### config.mk
export PLATFORM = sky130hd
export DESIGN_NAME = elevator_car_controller
export DESIGN_NICKNAME = d
export VERILOG_FILES = /design/src/hdl/ecc_pkg.sv /design/src/hdl/elevator_car_controller.sv
export SDC_FILE = /design/constraint.sdc
export NUM_CORES = 1
export LEC_CHECK = 0
export BUFFER_PORTS_ARGS = -buffer_cell sky130_fd_sc_hd__buf_2
export CAP_MARGIN = 20
export CORE_UTILIZATION = 45
export CTS_BUF_LIST = sky130_fd_sc_hd__clkbuf_8
export CTS_CLUSTER_DIAMETER = 100
export CTS_CLUSTER_SIZE = 20
export DETAILED_ROUTE_END_ITERATION = 10
export SKIP_CTS_REPAIR_TIMING = 1
export SYNTH_ARGS = -nofsm -noshare
export SYNTH_HDL_FRONTEND = slang
export SYNTH_SLANG_ARGS = --single-unit
### constraint.sdc
create_clock -name clk -period 11.15 [get_ports clk]
set_input_delay 0.5575 -clock clk [delete_from_list [all_inputs] [get_ports clk]]
set_output_delay 0.5575 -clock clk [all_outputs]
set_load 0.005 [all_outputs]
### src/hdl/ecc_pkg.sv
// shared constants for the elevator car controller
`default_nettype none

package ecc_pkg;

	localparam int unsigned NUM_FLOORS       = 8;
	localparam int unsigned QUEUE_DEPTH_DEF  = 8;

	localparam int unsigned OP_W        = 3;
	localparam int unsigned FLOOR_W     = 3;
	localparam int unsigned FLOOR_CMP_W = FLOOR_W + 1;
	localparam int unsigned TICKS_W     = 10;
	localparam int unsigned PITCH_W     = 8;
	localparam int unsigned WINDOW_W    = 8;
	localparam int unsigned STEPS_W     = 11;
	localparam int unsigned LAMPS_W     = 8;
	localparam int unsigned CFG_IDX_W   = 2;
	localparam int unsigned CFG_DATA_W  = 10;

	localparam logic [OP_W-1:0] OP_TICK       = 3'd0;
	localparam logic [OP_W-1:0] OP_HALL_CALL  = 3'd1;
	localparam logic [OP_W-1:0] OP_CABIN      = 3'd2;
	localparam logic [OP_W-1:0] OP_DOOR_OPEN  = 3'd3;
	localparam logic [OP_W-1:0] OP_DOOR_CLOSE = 3'd4;
	localparam logic [OP_W-1:0] OP_STOP       = 3'd5;
	localparam logic [OP_W-1:0] OP_VENT       = 3'd6;

	localparam logic [CFG_IDX_W-1:0] CFG_DOOR_OPEN_TICKS     = 2'd0;
	localparam logic [CFG_IDX_W-1:0] CFG_DOOR_EXTENDED_TICKS = 2'd1;
	localparam logic [CFG_IDX_W-1:0] CFG_FLOOR_PITCH         = 2'd2;
	localparam logic [CFG_IDX_W-1:0] CFG_ARRIVE_WINDOW       = 2'd3;

	localparam logic [TICKS_W-1:0]  RST_DOOR_OPEN_TICKS     = 10'd375;
	localparam logic [TICKS_W-1:0]  RST_DOOR_EXTENDED_TICKS = 10'd750;
	localparam logic [PITCH_W-1:0]  RST_FLOOR_PITCH         = 8'd75;
	localparam logic [WINDOW_W-1:0] RST_ARRIVE_WINDOW       = 8'd6;
	localparam logic [FLOOR_W-1:0]  RST_FLOOR               = 3'd2;
	localparam logic [STEPS_W-1:0]  RST_CAR_STEPS           = 11'd150;

endpackage

`default_nettype wire

### src/hdl/elevator_car_controller.sv
// Elevator car controller: single car, request queue, doors, lamps, ventilation.
// Each accepted event (tick or request) yields exactly one status transfer. The event is
// held in the input register after its acceptance, and from there it moves through the
// state update into the result register, where the result is offered. A result that
// waits on out_ready holds the input register, and a new event is then taken in the
// cycle the result leaves. One event is taken every cycle while results drain, since all
// car, door and queue state is updated combinationally by one small multiply (goal floor
// times pitch) followed by a step, an absolute distance and a compare.
// The request queue is a shift-register FIFO with a parallel duplicate compare; no clearing
// pass after reset. Configuration writes are taken at any time but must only be issued
// while idle.
`default_nettype none

module elevator_car_controller
	import ecc_pkg::*;
#(
	parameter int unsigned QUEUE_DEPTH = QUEUE_DEPTH_DEF,
	localparam int unsigned CNT_W = $clog2(QUEUE_DEPTH + 1)
) (
	input  wire logic                  clk,
	input  wire logic                  arst_n,

	input  wire logic                  cfg_valid,
	output logic                       cfg_ready,
	input  wire logic [CFG_IDX_W-1:0]  cfg_index,
	input  wire logic [CFG_DATA_W-1:0] cfg_data,

	input  wire logic                  in_valid,
	output logic                       in_ready,
	input  wire logic [OP_W-1:0]       op,
	input  wire logic [FLOOR_W-1:0]    floor,

	output logic                       out_valid,
	input  wire logic                  out_ready,
	output logic [FLOOR_W-1:0]         current_floor,
	output logic [FLOOR_W-1:0]         target_floor,
	output logic                       moving,
	output logic                       doors_open,
	output logic [STEPS_W-1:0]         car_position,
	output logic [LAMPS_W-1:0]         lamps,
	output logic                       ventilation_on,
	output logic [CNT_W-1:0]           queue_count,
	output logic                       arrived
);

	// configuration
	logic [TICKS_W-1:0]  door_open_ticks_q;
	logic [TICKS_W-1:0]  door_ext_ticks_q;
	logic [PITCH_W-1:0]  pitch_q;
	logic [WINDOW_W-1:0] window_q;

	// input stage
	logic                valid_s1;
	logic [OP_W-1:0]     op_s1;
	logic [FLOOR_W-1:0]  fl_s1;

	// car state
	logic [FLOOR_W-1:0]  queue_q [QUEUE_DEPTH];
	logic [CNT_W-1:0]    count_q;
	logic [FLOOR_W-1:0]  car_q;
	logic [FLOOR_W-1:0]  goal_q;
	logic [STEPS_W-1:0]  steps_q;
	logic                trav_q;
	logic                open_q;
	logic [TICKS_W-1:0]  dt_q;
	logic                ext_q;
	logic                fan_q;
	logic [LAMPS_W-1:0]  lamps_q;

	// result register
	logic                out_valid_q;
	logic [FLOOR_W-1:0]  res_car_q;
	logic [FLOOR_W-1:0]  res_goal_q;
	logic                res_trav_q;
	logic                res_open_q;
	logic [STEPS_W-1:0]  res_steps_q;
	logic [LAMPS_W-1:0]  res_lamps_q;
	logic                res_fan_q;
	logic [CNT_W-1:0]    res_count_q;
	logic                res_arrived_q;

	logic                advance;

	// next state
	logic [CNT_W-1:0]    count_d;
	logic [FLOOR_W-1:0]  car_d;
	logic [FLOOR_W-1:0]  goal_d;
	logic [STEPS_W-1:0]  steps_d;
	logic                trav_d;
	logic                open_d;
	logic [TICKS_W-1:0]  dt_d;
	logic                ext_d;
	logic                fan_d;
	logic [LAMPS_W-1:0]  lamps_d;
	logic                arrive_d;
	logic                push;
	logic                pop;

	// tick datapath
	logic [TICKS_W-1:0]  dt_inc;
	logic [TICKS_W-1:0]  limit;
	logic                timeout;
	logic                open_tick;
	logic                pop_ok;
	logic [FLOOR_W-1:0]  goal_tick;
	logic                trav_tick;
	logic [STEPS_W-1:0]  target;
	logic [STEPS_W-1:0]  step_pos;
	logic [STEPS_W-1:0]  gap_steps;
	logic                near;

	// request datapath
	logic                fl_ok;
	logic                here_idle;
	logic                dup;
	logic                room;

	assign cfg_ready = 1'b1;
	assign advance   = valid_s1 && (!out_valid_q || out_ready);
	assign in_ready  = !valid_s1 || advance;

	always_ff @(posedge clk or negedge arst_n) begin
		if (!arst_n) begin
			door_open_ticks_q <= RST_DOOR_OPEN_TICKS;
			door_ext_ticks_q  <= RST_DOOR_EXTENDED_TICKS;
			pitch_q           <= RST_FLOOR_PITCH;
			window_q          <= RST_ARRIVE_WINDOW;
		end else if (cfg_valid) begin
			unique case (cfg_index)
				CFG_DOOR_OPEN_TICKS:     door_open_ticks_q <= cfg_data;
				CFG_DOOR_EXTENDED_TICKS: door_ext_ticks_q  <= cfg_data;
				CFG_FLOOR_PITCH:         pitch_q           <= cfg_data[PITCH_W-1:0];
				CFG_ARRIVE_WINDOW:       window_q          <= cfg_data[WINDOW_W-1:0];
				default: ;
			endcase
		end
	end

	always_ff @(posedge clk or negedge arst_n) begin
		if (!arst_n) begin
			valid_s1 <= 1'b0;
		end else if (in_ready) begin
			valid_s1 <= in_valid;
		end
	end

	always_ff @(posedge clk) begin
		if (in_valid && in_ready) begin
			op_s1 <= op;
			fl_s1 <= floor;
		end
	end

	// door timer and car motion
	assign dt_inc    = dt_q + TICKS_W'(1);
	assign limit     = ext_q ? door_ext_ticks_q : door_open_ticks_q;
	assign timeout   = open_q && (dt_inc >= limit);
	assign open_tick = open_q && !timeout;
	assign pop_ok    = (count_q != '0) && !trav_q && !open_tick;
	assign goal_tick = pop_ok ? queue_q[0] : goal_q;
	assign trav_tick = trav_q || pop_ok;
	assign target    = STEPS_W'(goal_tick) * STEPS_W'(pitch_q);

	always_comb begin
		if (target > steps_q) begin
			step_pos = (steps_q == '1) ? steps_q : steps_q + STEPS_W'(1);
		end else begin
			step_pos = (steps_q == '0) ? steps_q : steps_q - STEPS_W'(1);
		end
	end

	assign gap_steps = (step_pos > target) ? step_pos - target : target - step_pos;
	assign near      = gap_steps < STEPS_W'(window_q);

	// request handling
	assign fl_ok     = FLOOR_CMP_W'(fl_s1) < FLOOR_CMP_W'(NUM_FLOORS);
	assign here_idle = (fl_s1 == car_q) && !trav_q;
	assign room      = count_q < CNT_W'(QUEUE_DEPTH);

	always_comb begin
		dup = 1'b0;
		for (int i = 0; i < QUEUE_DEPTH; i++) begin
			if ((CNT_W'(i) < count_q) && (queue_q[i] == fl_s1)) begin
				dup = 1'b1;
			end
		end
	end

	always_comb begin
		count_d  = count_q;
		car_d    = car_q;
		goal_d   = goal_q;
		steps_d  = steps_q;
		trav_d   = trav_q;
		open_d   = open_q;
		dt_d     = dt_q;
		ext_d    = ext_q;
		fan_d    = fan_q;
		lamps_d  = lamps_q;
		arrive_d = 1'b0;
		push     = 1'b0;
		pop      = 1'b0;
		unique case (op_s1)
			OP_TICK: begin
				if (timeout) begin
					open_d = 1'b0;
					dt_d   = '0;
					ext_d  = 1'b0;
				end else if (open_q) begin
					dt_d = dt_inc;
				end
				if (pop_ok) begin
					goal_d  = queue_q[0];
					pop     = 1'b1;
					count_d = count_q - CNT_W'(1);
					trav_d  = 1'b1;
				end
				if (trav_tick && !open_tick) begin
					steps_d = step_pos;
					if (near) begin
						steps_d          = target;
						car_d            = goal_tick;
						trav_d           = 1'b0;
						open_d           = 1'b1;
						dt_d             = '0;
						fan_d            = 1'b0;
						lamps_d[goal_tick] = 1'b0;
						arrive_d         = 1'b1;
					end
				end
			end
			OP_HALL_CALL: begin
				if (fl_ok) begin
					if (fl_s1 != car_q) begin
						if (!dup && room) begin
							push    = 1'b1;
							count_d = count_q + CNT_W'(1);
						end
					end else if (!open_q) begin
						open_d = 1'b1;
						dt_d   = '0;
					end
				end
			end
			OP_CABIN: begin
				if (fl_ok) begin
					if (here_idle) begin
						if (!open_q) begin
							open_d = 1'b1;
							dt_d   = '0;
						end
					end else if (!dup && room) begin
						push    = 1'b1;
						count_d = count_q + CNT_W'(1);
					end
					lamps_d[fl_s1] = 1'b1;
				end
			end
			OP_DOOR_OPEN: begin
				if (open_q) begin
					ext_d = 1'b1;
				end
			end
			OP_DOOR_CLOSE: begin
				if (open_q) begin
					open_d = 1'b0;
					dt_d   = '0;
				end
			end
			OP_STOP: begin
				count_d = '0;
				trav_d  = 1'b0;
				fan_d   = 1'b0;
				lamps_d = '0;
			end
			OP_VENT: begin
				fan_d = !fan_q;
			end
			default: ;
		endcase
	end

	// request fifo, shifts toward entry zero on pop
	always_ff @(posedge clk) begin
		if (advance) begin
			for (int i = 0; i < QUEUE_DEPTH; i++) begin
				if (pop) begin
					if (i < QUEUE_DEPTH - 1) begin
						queue_q[i] <= queue_q[i+1];
					end
				end else if (push && (CNT_W'(i) == count_q)) begin
					queue_q[i] <= fl_s1;
				end
			end
		end
	end

	always_ff @(posedge clk or negedge arst_n) begin
		if (!arst_n) begin
			count_q <= '0;
			car_q   <= RST_FLOOR;
			goal_q  <= RST_FLOOR;
			steps_q <= RST_CAR_STEPS;
			trav_q  <= 1'b0;
			open_q  <= 1'b0;
			dt_q    <= '0;
			ext_q   <= 1'b0;
			fan_q   <= 1'b0;
			lamps_q <= '0;
		end else if (advance) begin
			count_q <= count_d;
			car_q   <= car_d;
			goal_q  <= goal_d;
			steps_q <= steps_d;
			trav_q  <= trav_d;
			open_q  <= open_d;
			dt_q    <= dt_d;
			ext_q   <= ext_d;
			fan_q   <= fan_d;
			lamps_q <= lamps_d;
		end
	end

	always_ff @(posedge clk or negedge arst_n) begin
		if (!arst_n) begin
			out_valid_q <= 1'b0;
		end else if (advance) begin
			out_valid_q <= 1'b1;
		end else if (out_ready) begin
			out_valid_q <= 1'b0;
		end
	end

	always_ff @(posedge clk) begin
		if (advance) begin
			res_car_q     <= car_d;
			res_goal_q    <= goal_d;
			res_trav_q    <= trav_d;
			res_open_q    <= open_d;
			res_steps_q   <= steps_d;
			res_lamps_q   <= lamps_d;
			res_fan_q     <= fan_d;
			res_count_q   <= count_d;
			res_arrived_q <= arrive_d;
		end
	end

	assign out_valid      = out_valid_q;
	assign current_floor  = res_car_q;
	assign target_floor   = res_goal_q;
	assign moving         = res_trav_q;
	assign doors_open     = res_open_q;
	assign car_position   = res_steps_q;
	assign lamps          = res_lamps_q;
	assign ventilation_on = res_fan_q;
	assign queue_count    = res_count_q;
	assign arrived        = res_arrived_q;

`ifndef SYNTHESIS
	a_count_bound: assert property (@(posedge clk) disable iff (!arst_n)
		count_q <= CNT_W'(QUEUE_DEPTH))
		else $error("request count beyond queue depth");

	a_arrive_state: assert property (@(posedge clk) disable iff (!arst_n)
		out_valid_q && res_arrived_q |-> res_open_q && !res_trav_q && !res_fan_q)
		else $error("arrival without open doors and halted car");

	a_arrive_lamp: assert property (@(posedge clk) disable iff (!arst_n)
		out_valid_q && res_arrived_q |-> !res_lamps_q[res_car_q] && (res_car_q == res_goal_q))
		else $error("arrival left lamp lit or floor mismatch");

	a_no_lost_result: assert property (@(posedge clk) disable iff (!arst_n)
		out_valid_q && !out_ready |=> out_valid_q)
		else $error("pending result dropped");
`endif

endmodule

`default_nettype wire
# Yosys cells after proc, flatten, opt, wreduce, memory -nomap -nowiden
# Memory sizes are Yosys's and may differ from the RTL's.
# Index checks and enable logic that the tools add are counted.
# op_classes
order_cmp	17
n_mux	112
n_bitwise	10
mul	1
reduce_logical	53
n_addsub	7
eq_ne	32
# op_table
operator	n
$mux W10	9
$mux W11	7
$mux W1	66
$mux W3	14
$pmux W10 S4	1
$eq A3 B3 Y1	9
$logic_and A1 B1 Y1	27
$pmux W8 S3	1
$gt A11 B11 Y1	2
$sub A11 B11 Y11	2
$eq A3 B4 Y1 const A	4
$lt A3 B4 Y1 const A	4
$mux W4	4
$mux W8	2
$pmux W4 S4	1
$add A11 B1 Y11 const B	1
$eq A11 B11 Y1 const B	1
$logic_not A11 Y1	1
$lt A11 B8 Y1	1
$mul A3 B8 Y11	1
$sub A11 B1 Y11 const B	1
$add A10 B1 Y10 const B	1
$ge A10 B10 Y1	1
$ne A2 B2 Y1 const B	5
34 further kinds	66
# word_totals
memories	1
output_inout_bits	36
input_bits	23
ff_bits	120
ramBits	24
word_cells	260
# mem_list
memory	depth	width	read_ports	rd_ports_with_merged_regs	write_ports	line_no	rtl
queue_q	8	3	8	0	7	elevator_car_controller.sv:58	logic [FLOOR_W-1:0] queue_q [QUEUE_DEPTH];

# Depth between registers and ports, before layout
# An unclocked memory read counts as a cell.
# logic_depth
word_depth	23
depth_mapped	56

# Least setup slack after synthesis
# OpenSTA, ideal clock, no wires.
# synth_path
path_type	register to register
from	reg dt_q[0]
to	reg res_lamps_q[1] (netlist: lamps[1]) (data pin)
t_arrival_ps	10746
path_slack_ps	134
stages_incl_launch_ff	54
t_required_ps	10879
setup_time_ps	271
period_less_slack_ps	11016
path_buffers	6
path_cell_list	dfrtp_1 nand3_1 or2_2 inv_1 nand3_1 nor2_1 xor2_1 ha_1 nand2_1 nor3_1 a211o_1 clkbuf_1 nand2_1 nand2_1 nand2_1 and2_1 fa_1 ha_1 [... 18 more ...] buf_2 nand3_1 or4b_1 a22o_1 nor2_4 buf_1 mux2_2 ha_1 a21boi_0 o21ai_0 nand2_1 a21oi_1 o21ai_0 o22a_1 buf_6 buf_6 o41ai_4 o22ai_1
# synth_between
elab_chain_cells	17
elab_cells_between_ends	28
classes_between	add/sub (3); mul (1); order compare (6); mux (8); bitwise (2); reduce/logical (8)
# synth_rtl
element	line_no	rtl
start, declared	elevator_car_controller.sv:65	logic [TICKS_W-1:0] dt_q;
start signal, assigned	elevator_car_controller.sv:317	dt_q <= dt_d;
$add A10 B1 Y10 (*)	elevator_car_controller.sv:155	assign dt_inc = dt_q + TICKS_W'(1);
$ge A10 B10 Y1 (*)	elevator_car_controller.sv:157	assign timeout = open_q && (dt_inc >= limit);
$logic_and A1 B1 Y1 (*)	elevator_car_controller.sv:157	
$logic_not A1 Y1 (*)	elevator_car_controller.sv:158	assign open_tick = open_q && !timeout;
$logic_and A1 B1 Y1 (*)	elevator_car_controller.sv:158	
$logic_not A1 Y1 (*)	elevator_car_controller.sv:159, elevator_car_controller.sv:218	
$logic_and A1 B1 Y1	elevator_car_controller.sv:159	assign pop_ok = (count_q != '0) && !trav_q && !open_tick;
$mux W3	elevator_car_controller.sv:160	assign goal_tick = pop_ok ? queue_q[0] : goal_q;
[... 2 more ...]	--	
$mux W11 or $mux W1 (tied branches)	elevator_car_controller.sv:165, elevator_car_controller.sv:227	
$sub A11 B11 Y11, or another cell as far along	elevator_car_controller.sv:172	assign gap_steps = (step_pos > target) ? step_pos - target : target - step_pos;
$mux W11 or $not A8 Y8 (tied branches)	--	
$lt A11 B8 Y1 or $and A8 B8 Y8 (tied branches)	--	
$mux W8	elevator_car_controller.sv:220	if (near) begin
$mux W8 (*)	elevator_car_controller.sv:218	if (trav_tick && !open_tick) begin
$pmux W8 S3 (*)	elevator_car_controller.sv:203	unique case (op_s1)
net lamps_d[1]	elevator_car_controller.sv:94	logic [LAMPS_W-1:0] lamps_d;
end signal, assigned	elevator_car_controller.sv:341	res_lamps_q <= lamps_d;
end, declared	elevator_car_controller.sv:77	logic [LAMPS_W-1:0] res_lamps_q;
# The timed path passes the listed nets; every way through them passes the cells marked *.
# A chain may end at the register's enable or synchronous reset.

# Final worst setup path
# layout_path
from	reg dt_q[0]
to	reg res_car_q[1] (netlist: current_floor[1]) (data pin)
# layout_between
elab_chain_cells	17
elab_cells_between_ends	21
classes_between	add/sub (3); mul (1); order compare (4); mux (6); reduce/logical (7)
# layout_rtl
element	line_no	rtl
$add A10 B1 Y10 (*)	elevator_car_controller.sv:155	
$ge A10 B10 Y1 (*)	elevator_car_controller.sv:157	
$logic_and A1 B1 Y1 (*)	elevator_car_controller.sv:157	
$logic_not A1 Y1 (*)	elevator_car_controller.sv:158	
$logic_and A1 B1 Y1 (*)	elevator_car_controller.sv:158	
$logic_not A1 Y1 (*)	elevator_car_controller.sv:159, elevator_car_controller.sv:218	
$logic_and A1 B1 Y1	elevator_car_controller.sv:159	
$mux W3	elevator_car_controller.sv:160	
[... 2 more ...]	--	
$mux W11	elevator_car_controller.sv:165	if (target > steps_q) begin
$sub A11 B11 Y11 or $gt A11 B11 Y1 (tied branches)	elevator_car_controller.sv:172	
$mux W11	elevator_car_controller.sv:172	
$lt A11 B8 Y1	elevator_car_controller.sv:173	assign near = gap_steps < STEPS_W'(window_q);
$mux W3	elevator_car_controller.sv:220	
$mux W3 (*)	elevator_car_controller.sv:218	
$mux W3 (*)	elevator_car_controller.sv:203	
net car_d[1]	elevator_car_controller.sv:86	logic [FLOOR_W-1:0] car_d;
end signal, assigned	elevator_car_controller.sv:336	res_car_q <= car_d;
end, declared	elevator_car_controller.sv:72	logic [FLOOR_W-1:0] res_car_q;
# Marks and branches as above.

==> impl_metrics.toml <==
[routing]
wl_per_cell_um = 19.16
via_count = 8674
drtPass1Iterations = 6
ant_nets = 0
viasPerCell = 5.737
first_iter_violations = 497
drc = 0
wirelength_um = 28960

[die]
core_area_um2 = 22780
die_x_um = 154.7
start_util_pct = 46.05
dieArea_um2 = 23930
rows = 55
io-pin-count = 59
die_h_um = 154.7

[power_and_ir_drop]
powerDensity_nw_per_um2 = 278.5
leakage_uw = 0.005179
peakVddDrop_v = 0.0001428

[sta]
hold_violations = 0
setup_slack_ns = 0.4788
fmax_mhz = 93.71
relSlewSlack_pct = 33.56
drv_slew = 0
clock_skew_ns = 0.02120
tightest_slew_ns = 0.9930
setup_viol = 0
period_minus_slack_ns = 10.67
timing.final.crit_share_pct = 95.71

[global_routing]
gr-usage-all-layers_pct = 24.40
overflow = 0
grt_pass1_wl_um = 45550
antenna_found_initial = 0
grt_max_degree = 47
grt_pass1_vias = 8502

[finish]
final_cells = 1512
drive_gt1_share_pct = 25.69
fin_nets = 1285
area_growth_pct = 14.81
antennaDiodeCount = 0
fillCellCount = 2123

[placed_design]
gp_congestion = 0.9609
dpl.hpwl_um = 21020
post-place-ws_ns = -0.2098
port-buffer-count = 57
dp_cells = 1467

[synth]
yosysUniqueCellTypes = 83
synth_nets = 1211
ys_warn_count = 0
synth_edf_count = 63
synth_cells = 1112
avgSynthCellArea_um2 = 9.434
ys_seq_area_share_pct = 37.67
ys_ff_latch = 144
async_flop_share_pct = 56.25
synthFlopType = "edfxtp_1"
netlist_area_um2 = 10490

[clock_network]
cts_made_buffers = 17
clock_sinks = 144
path_clk_slew_ns = 0.09
cts_tree = "done"
htreeDepth = 4
ctsLongestPathBuffers = 2
insertion_delay_ns = 0.47
ctsRootBufferMaster = "clkbuf_8"

[run_status]
outcome = "finished clean"

[worst_setup_path]
path_class = "reg2reg"
critPathMostFrequentCell = "ha_1"
cp-end-kind = "flip-flop"
cp-start-kind = "flip-flop"
critPathRequiredTime_ns = 11.36
slowest_stage = "or4b_1"
slowest_delay_ns = 0.50
worstPathMaxFanout = 12
arrival_ns = 10.88

[job]
cap_viol_max_count = 0

[min_path]
hold_path.class = "in2async"
[worst max-delay path: cells and delay by family, from the launching register on]
kind | cells | cell delay [ns]
AOI/OAI and AO/OA | 15 | 3.05
adders and majority gates | 8 | 2.41
muxes | 2 | 0.71
and+or+nand+nor | 18 | 2.55
buffers and inverters | 5 | 0.59
DFF | 1 | 0.41
xor gates and xnor gates | 3 | 0.68
[area by class of cell]
class                           instances  area (um^2)  share of cell area [%]
Clock buffer                           17        234.0                   1.943
Multi-Input combinational cell        834         6259                   51.96
Sequential cell                       144         3951                   32.81
Inverter                               76        285.3                   2.369
Tap cell                              313        391.6                   3.252
Timing Repair Buffer                  113        774.5                   6.430
Clock inverter                         15        148.9                   1.236
[metrics by stage]
step | utilization (%) | instance area (um^2) | power, uW | TNS (ns) | hold slack, ns
CTS | 50.98 | 11610 | 3181 | -2.503 | 0.04662
finish | 52.88 | 12040 | 3355 | 0 | 0.05298
detailed placement | 49.30 | 11230 | 2752 | -1.627 | 0.4909
global route | 52.88 | 12040 | 3628 | -0.3711 | 0.07871
floorplan | - | 10490 | 2159 | 0 | 0.2619
global placement | 49.30 | 11230 | 2760 | -0.05615 | 0.4791
[cell families after synthesis]
group           synth area share, %
flops                         37.67
simple gates                  16.20
buf+inv                       5.343
fa+ha+maj                     9.804
other cells                 0.03575
mux                           9.256
xor+xnor                      4.091
compound gates                17.61
[sequential cells by signal, summed over array words and instances, names as in the netlist, 10 cells and up]
name / count
car_position: 11
door_ext_ticks_q: 10
door_open_ticks_q: 10
dt_q: 10
queue_q: 24
steps_q: 11
[cell usage after synthesis (11+ instances only)]
cell	number	area share (%)
a21oi_1	78	3.7
inv_1	75	2.7
mux2i_1	16	1.5
xnor2_1	13	1.1
and2_1	14	0.83
o21ai_0	55	2.6
ha_1	67	8.0
nand3_1	28	1.3
dfrtp_1	55	13
dfstp_2	26	6.5
nor3_1	25	1.2
o211ai_1	16	1.1
edfxtp_1	63	18
clkbuf_1	36	1.3
nor4_1	15	0.89
a31oi_1	13	0.78
nor2_1	54	1.9
nand2_1	125	4.5
a21o_1	12	0.86
or3_1	11	0.66
mux2_2	72	7.7
nand4_1	15	0.89
nand2b_1	13	0.78
xor2_1	36	3.0
[final timing paths]
path,slack (ns),cells after the start,end,from
min reg2reg,0.50,1,out_valid,valid_s1
max in group asynchronous,10.05,2,lamps_q[0],arst_n
min,0.05,1,window_q[6],arst_n
max,0.48,51,current_floor[1],dt_q[0]
min in group clk,0.26,1,fl_s1[0],floor[0]
max reg2reg,0.48,51,current_floor[1],dt_q[0]
[cell usage in the layout, fill, tap and decap left out, types with 23 or more instances in the layout]
master / netlist / final
a21oi_1: 78 / 72
buf_2: 10 / 56
buf_4: 4 / 50
dfrtp_1: 55 / 55
dfstp_2: 26 / 26
edfxtp_1: 63 / 63
ha_1: 67 / 66
inv_1: 75 / 74
mux2_2: 72 / 72
nand2_1: 125 / 118
nand3_1: 28 / 25
nor2_1: 54 / 49
nor3_1: 25 / 23
o21ai_0: 55 / 50
xor2_1: 36 / 35
[report_power, final]
part	internal (uW)	switching (uW)	total (uW)
Clock	182	230	412
Combinational	898	1270	2170
Sequential	669	107	776
[routing by layer]
metal	up-vias	part of all wire (%)	global-route usage, %
li1	4200	-	-
met1	4178	44	31.63
met2	243	49	41.78
met3	53	3.7	2.550
met4	0	3.2	9.712
met5	-	0	0
Power figures use the tool's default switching activity.
